**src/hdl/wsfd_pkg.sv**
```systemverilog
// Package for the WebSocket frame deframer.
// Holds the parse phase encoding and the header field constants; no dependencies.
package wsfd_pkg;

  localparam int unsigned LengthBitsDefault = 64;

  localparam logic [6:0] Len7Ext16 = 7'd126;
  localparam logic [6:0] Len7Ext64 = 7'd127;
  localparam logic [3:0] ExtBytes16 = 4'd2;
  localparam logic [3:0] ExtBytes64 = 4'd8;
  localparam logic [3:0] KeyBytes = 4'd4;

  typedef enum logic [4:0] {
    PH_HDR0    = 5'b00001,
    PH_HDR1    = 5'b00010,
    PH_EXTLEN  = 5'b00100,
    PH_KEY     = 5'b01000,
    PH_PAYLOAD = 5'b10000
  } phase_e;

endpackage

```
**src/hdl/websocket_frame_deframer_top.sv**
```systemverilog
// WebSocket frame deframer: one stream byte in per cycle while the output is not stalled, unmasked payload bytes out.
// A payload byte is registered and appears on the output in the cycle after its input transfer.
// Bytes flow at one per cycle unless the output stalls; the output register is refilled in the cycle it drains.
// Header and key bytes give no output; a zero-length frame gives one marker transfer.
// Reset (rst_ni, async, active low): parser waits for the first header byte, output empty.
// Depends on wsfd_pkg.
module websocket_frame_deframer_top #(
  parameter int unsigned LENGTH_BITS = wsfd_pkg::LengthBitsDefault
) (
  input  logic       clk_i,
  input  logic       rst_ni,
  input  logic       s_axis_tvalid_i,
  output logic       s_axis_tready_o,
  input  logic [7:0] s_axis_tdata_i,   // [7:0] rx_byte
  output logic       m_axis_tvalid_o,
  input  logic       m_axis_tready_i,
  output logic [7:0] m_axis_tdata_o,   // [7:0] payload_byte
  output logic [5:0] m_axis_tuser_o,   // [3:0] frame_opcode, [4] final_fragment, [5] empty_frame
  output logic       m_axis_tlast_o    // last_of_frame
);

  wsfd_pkg::phase_e phase_q, phase_d;
  logic [3:0]             cnt_q, cnt_d;
  logic                   fin_q, fin_d;
  logic [3:0]             opcode_q, opcode_d;
  logic                   mask_q, mask_d;
  logic [LENGTH_BITS-1:0] len_q, len_d;     // length, then bytes remaining
  logic [31:0]            key_q, key_d;
  logic [1:0]             idx_q, idx_d;

  logic       out_valid_q, out_valid_d;
  logic [7:0] out_byte_q;
  logic [5:0] out_user_q;
  logic       out_last_q;

  logic       accept;
  logic       res_valid;
  logic [7:0] res_byte;
  logic       res_last;
  logic       res_empty;
  logic [7:0] b;
  logic [3:0] cnt_dec;
  logic [7:0] key_byte;
  logic       len_zero;

  assign b        = s_axis_tdata_i;
  assign s_axis_tready_o = !out_valid_q || m_axis_tready_i;
  assign accept   = s_axis_tvalid_i && s_axis_tready_o;
  assign cnt_dec  = cnt_q - 4'd1;
  assign len_zero = (len_q == '0);

  always_comb begin
    case (idx_q)
      2'd0:    key_byte = key_q[31:24];
      2'd1:    key_byte = key_q[23:16];
      2'd2:    key_byte = key_q[15:8];
      default: key_byte = key_q[7:0];
    endcase
  end

  always_comb begin
    phase_d   = phase_q;
    cnt_d     = cnt_q;
    fin_d     = fin_q;
    opcode_d  = opcode_q;
    mask_d    = mask_q;
    len_d     = len_q;
    key_d     = key_q;
    idx_d     = idx_q;
    res_valid = 1'b0;
    res_byte  = 8'd0;
    res_last  = 1'b0;
    res_empty = 1'b0;
    unique case (phase_q)
      wsfd_pkg::PH_HDR1: begin
        mask_d = b[7];
        key_d  = '0;
        if (b[6:0] == wsfd_pkg::Len7Ext16 || b[6:0] == wsfd_pkg::Len7Ext64) begin
          len_d   = '0;
          cnt_d   = (b[6:0] == wsfd_pkg::Len7Ext16) ? wsfd_pkg::ExtBytes16
                                                    : wsfd_pkg::ExtBytes64;
          phase_d = wsfd_pkg::PH_EXTLEN;
        end else begin
          len_d = LENGTH_BITS'(b[6:0]);
          idx_d = 2'd0;
          if (b[7]) begin
            cnt_d   = wsfd_pkg::KeyBytes;
            phase_d = wsfd_pkg::PH_KEY;
          end else if (b[6:0] == 7'd0) begin
            cnt_d     = 4'd0;
            phase_d   = wsfd_pkg::PH_HDR0;
            res_valid = 1'b1;
            res_last  = 1'b1;
            res_empty = 1'b1;
          end else begin
            cnt_d   = 4'd0;
            phase_d = wsfd_pkg::PH_PAYLOAD;
          end
        end
      end
      wsfd_pkg::PH_EXTLEN: begin
        if (len_q[LENGTH_BITS-1 -: 8] != 8'd0) begin
          len_d = '1;
        end else begin
          len_d = {len_q[LENGTH_BITS-9:0], b};
        end
        cnt_d = cnt_dec;
        if (cnt_dec == 4'd0) begin
          idx_d = 2'd0;
          if (mask_q) begin
            cnt_d   = wsfd_pkg::KeyBytes;
            phase_d = wsfd_pkg::PH_KEY;
          end else if (len_d == '0) begin
            phase_d   = wsfd_pkg::PH_HDR0;
            res_valid = 1'b1;
            res_last  = 1'b1;
            res_empty = 1'b1;
          end else begin
            phase_d = wsfd_pkg::PH_PAYLOAD;
          end
        end
      end
      wsfd_pkg::PH_KEY: begin
        key_d = {key_q[23:0], b};
        cnt_d = cnt_dec;
        if (cnt_dec == 4'd0) begin
          if (len_zero) begin
            phase_d   = wsfd_pkg::PH_HDR0;
            res_valid = 1'b1;
            res_last  = 1'b1;
            res_empty = 1'b1;
          end else begin
            phase_d = wsfd_pkg::PH_PAYLOAD;
          end
        end
      end
      wsfd_pkg::PH_PAYLOAD: begin
        res_valid = 1'b1;
        res_byte  = mask_q ? (b ^ key_byte) : b;
        res_last  = (len_q == LENGTH_BITS'(1));
        len_d     = len_q - LENGTH_BITS'(1);
        idx_d     = idx_q + 2'd1;
        if (res_last) begin
          phase_d = wsfd_pkg::PH_HDR0;
        end
      end
      default: begin
        fin_d    = b[7];
        opcode_d = b[3:0];
        cnt_d    = 4'd0;
        phase_d  = wsfd_pkg::PH_HDR1;
      end
    endcase
  end

  always_comb begin
    out_valid_d = out_valid_q;
    if (accept) begin
      out_valid_d = res_valid;
    end else if (m_axis_tready_i) begin
      out_valid_d = 1'b0;
    end
  end

  always_ff @(posedge clk_i or negedge rst_ni) begin
    if (!rst_ni) begin
      phase_q     <= wsfd_pkg::PH_HDR0;
      cnt_q       <= 4'd0;
      fin_q       <= 1'b0;
      opcode_q    <= 4'd0;
      mask_q      <= 1'b0;
      len_q       <= '0;
      key_q       <= '0;
      idx_q       <= 2'd0;
      out_valid_q <= 1'b0;
    end else begin
      out_valid_q <= out_valid_d;
      if (accept) begin
        phase_q  <= phase_d;
        cnt_q    <= cnt_d;
        fin_q    <= fin_d;
        opcode_q <= opcode_d;
        mask_q   <= mask_d;
        len_q    <= len_d;
        key_q    <= key_d;
        idx_q    <= idx_d;
      end
    end
  end

  // result payload, loaded with the transfer that produces it
  always_ff @(posedge clk_i) begin
    if (accept && res_valid) begin
      out_byte_q <= res_byte;
      out_user_q <= {res_empty, fin_q, opcode_q};
      out_last_q <= res_last;
    end
  end

  assign m_axis_tvalid_o = out_valid_q;
  assign m_axis_tdata_o  = out_byte_q;
  assign m_axis_tuser_o  = out_user_q;
  assign m_axis_tlast_o  = out_last_q;

endmodule
```
**config.mk**
```make
export PLATFORM = sky130hd
export DESIGN_NAME = websocket_frame_deframer_top
export DESIGN_NICKNAME = d
export VERILOG_FILES = /design/src/hdl/wsfd_pkg.sv /design/src/hdl/websocket_frame_deframer_top.sv
export SDC_FILE = /design/constraint.sdc
export NUM_CORES = 1
export LEC_CHECK = 0
export BUFFER_PORTS_ARGS = -buffer_cell sky130_fd_sc_hd__buf_2
export CORE_ASPECT_RATIO = 1.4
export CORE_MARGIN = 4
export CORE_UTILIZATION = 40
export CTS_BUF_LIST = sky130_fd_sc_hd__clkbuf_16
export DETAILED_ROUTE_END_ITERATION = 10
export HOLD_SLACK_MARGIN = 0.05
export PLACE_DENSITY = 0.58
export SLEW_MARGIN = 5
export SYNTH_ARGS = -nofsm -noshare
export SYNTH_HDL_FRONTEND = slang
export SYNTH_SLANG_ARGS = --single-unit
export TNS_END_PERCENT = 1
```
**constraint.sdc**
```tcl
create_clock -name clk_i -period 8.1 [get_ports clk_i]
set_clock_uncertainty 0.05 [all_clocks]
set_input_delay 0.405 -clock clk_i [delete_from_list [all_inputs] [get_ports clk_i]]
set_output_delay 0.405 -clock clk_i [all_outputs]
set_load 0.005 [all_outputs]
```
-- Yosys cells after proc, flatten, opt, wreduce, memory -nomap -nowiden
Index checks and enable logic that the tools add are counted.
Widths: inputs -> output; s select.
- flip-flop bits (word level): 129
- input bits: 12
- output and inout bits: 17
- logic and storage cells: 92
- $add $sub $neg: 3
- equal/unequal tests: 13
- multiplexer cells: 39
- bitwise operators: 3
- reductions and logical operators: 22
- operators by type and width (kind ; count):
    $pmux 64 s3 ; 1
    $logic_not 64->1 ; 2
    $mux 64 ; 2
    $eq 64x1->1 const B ; 1
    $pmux 32 s2 ; 1
    $sub 64x1->64 const B ; 1
    $mux 5 ; 9
    $pmux 8 s3 ; 1
    $pmux 5 s4 ; 1
    $mux 4 ; 4
    $pmux 4 s4 ; 1
    $eq 7x7->1 const B ; 2
    $mux 1 ; 10
    $reduce_and 2->1 ; 5
    $mux 8 ; 1
    $ne 2x2->1 const B ; 4
    $pmux 1 s4 ; 2
    $reduce_and 4->1 ; 2
    $reduce_bool 8->1 ; 1
    $xor 8x8->8 ; 1
    $logic_not 7->1 ; 1
    $mux 7 ; 1
    $pmux 2 s3 ; 1
    $eq 5x2->1 const B ; 1
    other kinds (19) ; 24

-- Logic depth before layout (Yosys ltp)
- depth in word-level cells: 9
- gate-level depth with buffers: 9

-- Worst setup path after synthesis
No wires, ideal clock.
- kind: input to register
- start: input s_axis_tdata_i[3]
- end: register out_byte_q[0], in the netlist m_axis_tdata_o[0], enable pin
- library setup time: 0.386 ns
- arrival time: 2.898 ns
- setup slack: 4.766 ns
- stages: 6
- buffers on the path: 0
- cell sequence: or4_1 > or4_1 > or4_1 > a211oi_1 > a21oi_1 > nor2_1
- longest elaborated chain between the ends: 8
- elaborated cells on any way between the ends: 15
- RTL lines (item ; line ; text):
    start, declared ; websocket_frame_deframer_top.sv:14 ; input logic [7:0] s_axis_tdata_i,
    $mux 64 ; websocket_frame_deframer_top.sv:102 ; if (len_q[LENGTH_BITS-1 -: 8] != 8'd0) begin
    $mux 64 ; websocket_frame_deframer_top.sv:74 ; unique case (phase_q)
    $logic_not 64->1 ; websocket_frame_deframer_top.sv:113 ; end else if (len_d == '0) begin
    $mux 1 ; websocket_frame_deframer_top.sv:113 ;
    $mux 1 ; websocket_frame_deframer_top.sv:110 ; if (mask_q) begin
    $mux 1 ; websocket_frame_deframer_top.sv:108 ; if (cnt_dec == 4'd0) begin
    $pmux 1 s4 * ; websocket_frame_deframer_top.sv:74 ;
    $logic_and 1x1->1 * ; websocket_frame_deframer_top.sv:193 ; if (accept && res_valid) begin
    end signal, assigned ; websocket_frame_deframer_top.sv:194 ; out_byte_q <= res_byte;
    end, declared ; websocket_frame_deframer_top.sv:32 ; logic [7:0] out_byte_q;
Mark *: on every way between the ends. The rest lies on a longest branch, timed or not. The select of a mux whose other input is x is not followed.
A chain may end at the register's enable or synchronous reset.

-- Worst setup path in the final report
- start: register len_q[0]
- end: register len_q[48]
- longest elaborated chain between the ends: 2
- RTL lines (item ; line ; text):
    start, declared ; websocket_frame_deframer_top.sv:27 ; logic [LENGTH_BITS-1:0] len_q, len_d;
    start signal, assigned ; websocket_frame_deframer_top.sv:184 ; len_q <= len_d;
    $sub 64x1->64 ; websocket_frame_deframer_top.sv:141 ; len_d = len_q - LENGTH_BITS'(1);
    $pmux 64 s3 ; websocket_frame_deframer_top.sv:74 ;
Every way passes these cells.

==> summary.md <==
| Metric | Value |
|---|---|
| Dpl hpwl | 15200 µm |
| Power Density | 210 nW/µm² |
| Compound-Gate Fraction of Synth Area | 27.5% |
| Reg2Reg Capture Point | len_q[48]$_DFFE_PN0P_ |
| Fin crit share | 39.8% |
| Final Cell Area | 8510 µm² |
| YS warnings | 0 |
| Met3 Use GR | 3.53% |
| Mapped Area | 7600 µm² |
| Share of post-route cells with drive strength above 1 | 11.6% |
| Initial drt markers | 575 |
| Max clock buf depth | 2 |
| Row count | 59 |
| Adder-Cell Fraction of Synth Area | 1.32% |
| Minimum clock period after layout | 3220 ps |
| Max Fclk | 0.310 GHz |
| Die Width | 124 µm |
| Final Util | 45.7% |
| Chip height | 171 µm |
| Number of flops mapped to enable cells by yosys | 15 |
| Via/cell ratio | 6.28 |
| Min-delay worst type | in -> async |
| Met2 Use GR | 37.5% |
| Worst-path fanout max | 8 |
| Final RePlAce weighted congestion | 0.889 |
| Slew Limit Headroom | 25.5% |
| Register area share after synthesis | 43.5% |
| Netlist cell types | 63 |
| GRT Max-Usage Layer | met2 |
| Largest net degree at the start of global routing | 80 |
| Cts bufs inserted | 17 |
| Clk root buf | clkbuf_16 |
| Final ANT Viol Nets | 0 |
| Post-synth ARST share | 88.4% |
| Post-CTS Hold Fix Bufs | 0 |
| Req. time, crit path | 8360 ps |
| Worst Reg-to-Reg Cells | 8 |
| Largest family of logic cells by synthesized area | compound AO/OA/AOI/OAI gates |
| Placed Instance Area | 7940 µm² |
| Initial Utilization | 40.8% |
| Max_cap viols | 0 |
| Post-Synthesis Cells | 863 |
| Setup TNS | 0 ps |
| Residual DRC | 0 |
| Setup violators final | 0 |
| Vias in the first global route | 7057 |
| Total GRT Usage | 22.3% |
| Post-Synth XOR/XNOR Area | 1.50% |
| Clock Sinks | 129 |
| Post_cts resized | 0 |
| Max Slew Vio Count | 0 |
| Met1 Track Usage GR | 28.6% |
| Startpoint Class | flop |
| Initial antenna violation count | 0 |
| Area Growth Syn to Fin | 12.0% |
| Mux cell area share after synthesis | 1.84% |
| Syn_area_per_cell | 8.80 µm² |
| R2R Path Start | len_q[0]$_DFFE_PN0P_ |
| CTS tree | yes |
| Data arrival, critical path | 3480 ps |
| Post-synthesis register bit count | 129 |
| Die Footprint | 21300 µm² |
| Flop2flop setup slack | 4880 ps |
| Clk_lat worst skew | 430 ps |
| Routed WL | 23300 µm |
| Ports | 29 |
| Post-CTS Setup Bufs | 0 |
| Syn_nets | 883 |
| H-tree Lvls | 4 |
| Final Hold Fails | 0 |
| Crit. End Element | flop |
| Core box area | 18600 µm² |
| Setup CP Type | reg -> reg |
| Worst IR Drop VDD | 111 µV |
| Diode count | 0 |
| Remaining Overflow, GRT | 0 |
| Nets@finish | 885 |
| First-pass GRT wire length | 38500 µm |
| Unrepaired setup endpoints after global routing | false |
| Lkg Pwr | 0.00342 µW |
| DR vias | 7045 |
| WL/cell | 20.7 µm |
| Outcome | complete, no violations |
| Port buffer count | 28 |
| Worst-path clk slew | 70 ps |
| Synth Flop Type | dfrtp_1 |
| Pre-antenna DRT Iters | 7 |
| Slew @ Worst Pin | 1110 ps |
| Synth Area in Simple Gates | 20.6% |
-- critical path, stage by stage, from the launching register on --
cell	delay (ps)
dfrtp_1	440
inv_1	110
ha_1	210
nor3b_1	520
nand3_1	390
or4_1	610
nor4b_1	390
o21ai_0	130
a22o_1	260
-- through the flow --
| step | std cells | power, µW | setup WS (ps) | hold WS [ps] |
|---|---|---|---|---|
| floorplan | 863 | 948 | 4770 | 59.4 |
| CTS | 1122 | 1800 | 4890 | 135 |
| detailed placement | 1090 | 1050 | 4830 | 384 |
| global placement | 1090 | 1040 | 4840 | 376 |
| global route | 1122 | 1870 | 4550 | 179 |
| finish | 1122 | 1780 | 4880 | 101 |
-- report_power, final --
| group | leakage, µW | switching, µW | total, µW | internal, µW |
|---|---|---|---|---|
| Sequential | 0.00163 | 75.4 | 777 | 702 |
| Combinational | 0.00152 | 172 | 261 | 89.1 |
| Clock | 0.000271 | 340 | 747 | 406 |
-- cells in the final DEF (no fill, tap or decap), drive strengths merged, types with 15 or more instances in the layout --
cell      n
o21ai   148
dfrtp   113
nor2     87
nand2    77
a22o     53
buf      42
nor3     32
a21oi    29
inv      24
nor4     23
a31oi    18
clkbuf   17
nand3    17
or4      15
edfxtp   15
-- logic make-up (layout without fill, tap and decap cells) --
family,Yosys count,count (layout)
mux,13,13
compound gates,323,323
buf+inv,74,89
fa+ha+maj,8,8
flops,129,129
simple gates,303,303
xor+xnor,13,13
-- registers in the layout, summed over array words and instances, names as in the netlist --
signal	flops
phase_q	5
fin_q	1
m_axis_tvalid_o	1
m_axis_tlast_o	1
mask_q	1
cnt_q	4
m_axis_tdata_o	8
m_axis_tuser_o	6
key_q	32
len_q	64
opcode_q	4
idx_q	2
-- Yosys cell counts, types with 4 or more instances --
master | n | area (µm²)
and2_1 | 5 | 31.3
nand2_1 | 77 | 289
a41oi_1 | 4 | 35.0
a21oi_1 | 29 | 145
mux2_2 | 8 | 90.1
nand3b_1 | 5 | 37.5
edfxtp_1 | 15 | 450
or4_1 | 15 | 113
o21a_1 | 5 | 37.5
inv_1 | 15 | 56.3
o31a_1 | 7 | 61.3
a31oi_1 | 18 | 113
o31ai_1 | 11 | 82.6
xor2_1 | 11 | 96.3
nor2_1 | 87 | 327
nor3_1 | 30 | 150
nand4_1 | 11 | 68.8
dfrtp_1 | 113 | 2830
o21ai_0 | 146 | 731
mux2i_1 | 5 | 50.1
o211ai_1 | 9 | 67.6
ha_1 | 8 | 100
a222oi_1 | 8 | 80.1
a22o_1 | 53 | 464
nor4_2 | 5 | 62.6
o41ai_1 | 7 | 61.3
or3_1 | 11 | 68.8
clkbuf_1 | 55 | 206
nor4_1 | 15 | 93.8
nand3_1 | 16 | 80.1
-- metal layers --
layer  share of wire, %  wire, µm  vias to the layer above
met5                  0         0                        -
met4                3.0       707                        0
met3                4.3      1000                       50
met2                 50     11600                      224
met1                 43      9920                     3493
li1                   -         -                     3278
-- worst max-delay path by stage --
stage | startpoint | slack, ps | to | depth (start not counted)
finish | len_q[0]$_DFFE_PN0P_ | 4880 | len_q[48]$_DFFE_PN0P_ | 8
global route | len_q[0]$_DFFE_PN0P_ | 4550 | len_q[48]$_DFFE_PN0P_ | 8
CTS | len_q[0]$_DFFE_PN0P_ | 4890 | len_q[48]$_DFFE_PN0P_ | 8
detailed placement | s_axis_tdata_i[3] | 4830 | m_axis_tuser_o[3]$_DFFE_PP_ | 8
global placement | s_axis_tdata_i[3] | 4840 | m_axis_tdata_o[4]$_SDFFCE_PN0P_ | 8
floorplan | s_axis_tdata_i[3] | 4770 | m_axis_tdata_o[0]$_SDFFCE_PN0P_ | 6
-- area by class of cell --
class | instances | area, µm²
fill | 1859 | 10100
multi-input combinational | 660 | 4030
sequential | 129 | 3300
clock buffer | 17 | 425
tap | 244 | 305
timing repair buffer | 42 | 248
clock inverter | 15 | 140
inverter | 15 | 56.3
(Power assumes the default switching activity.)
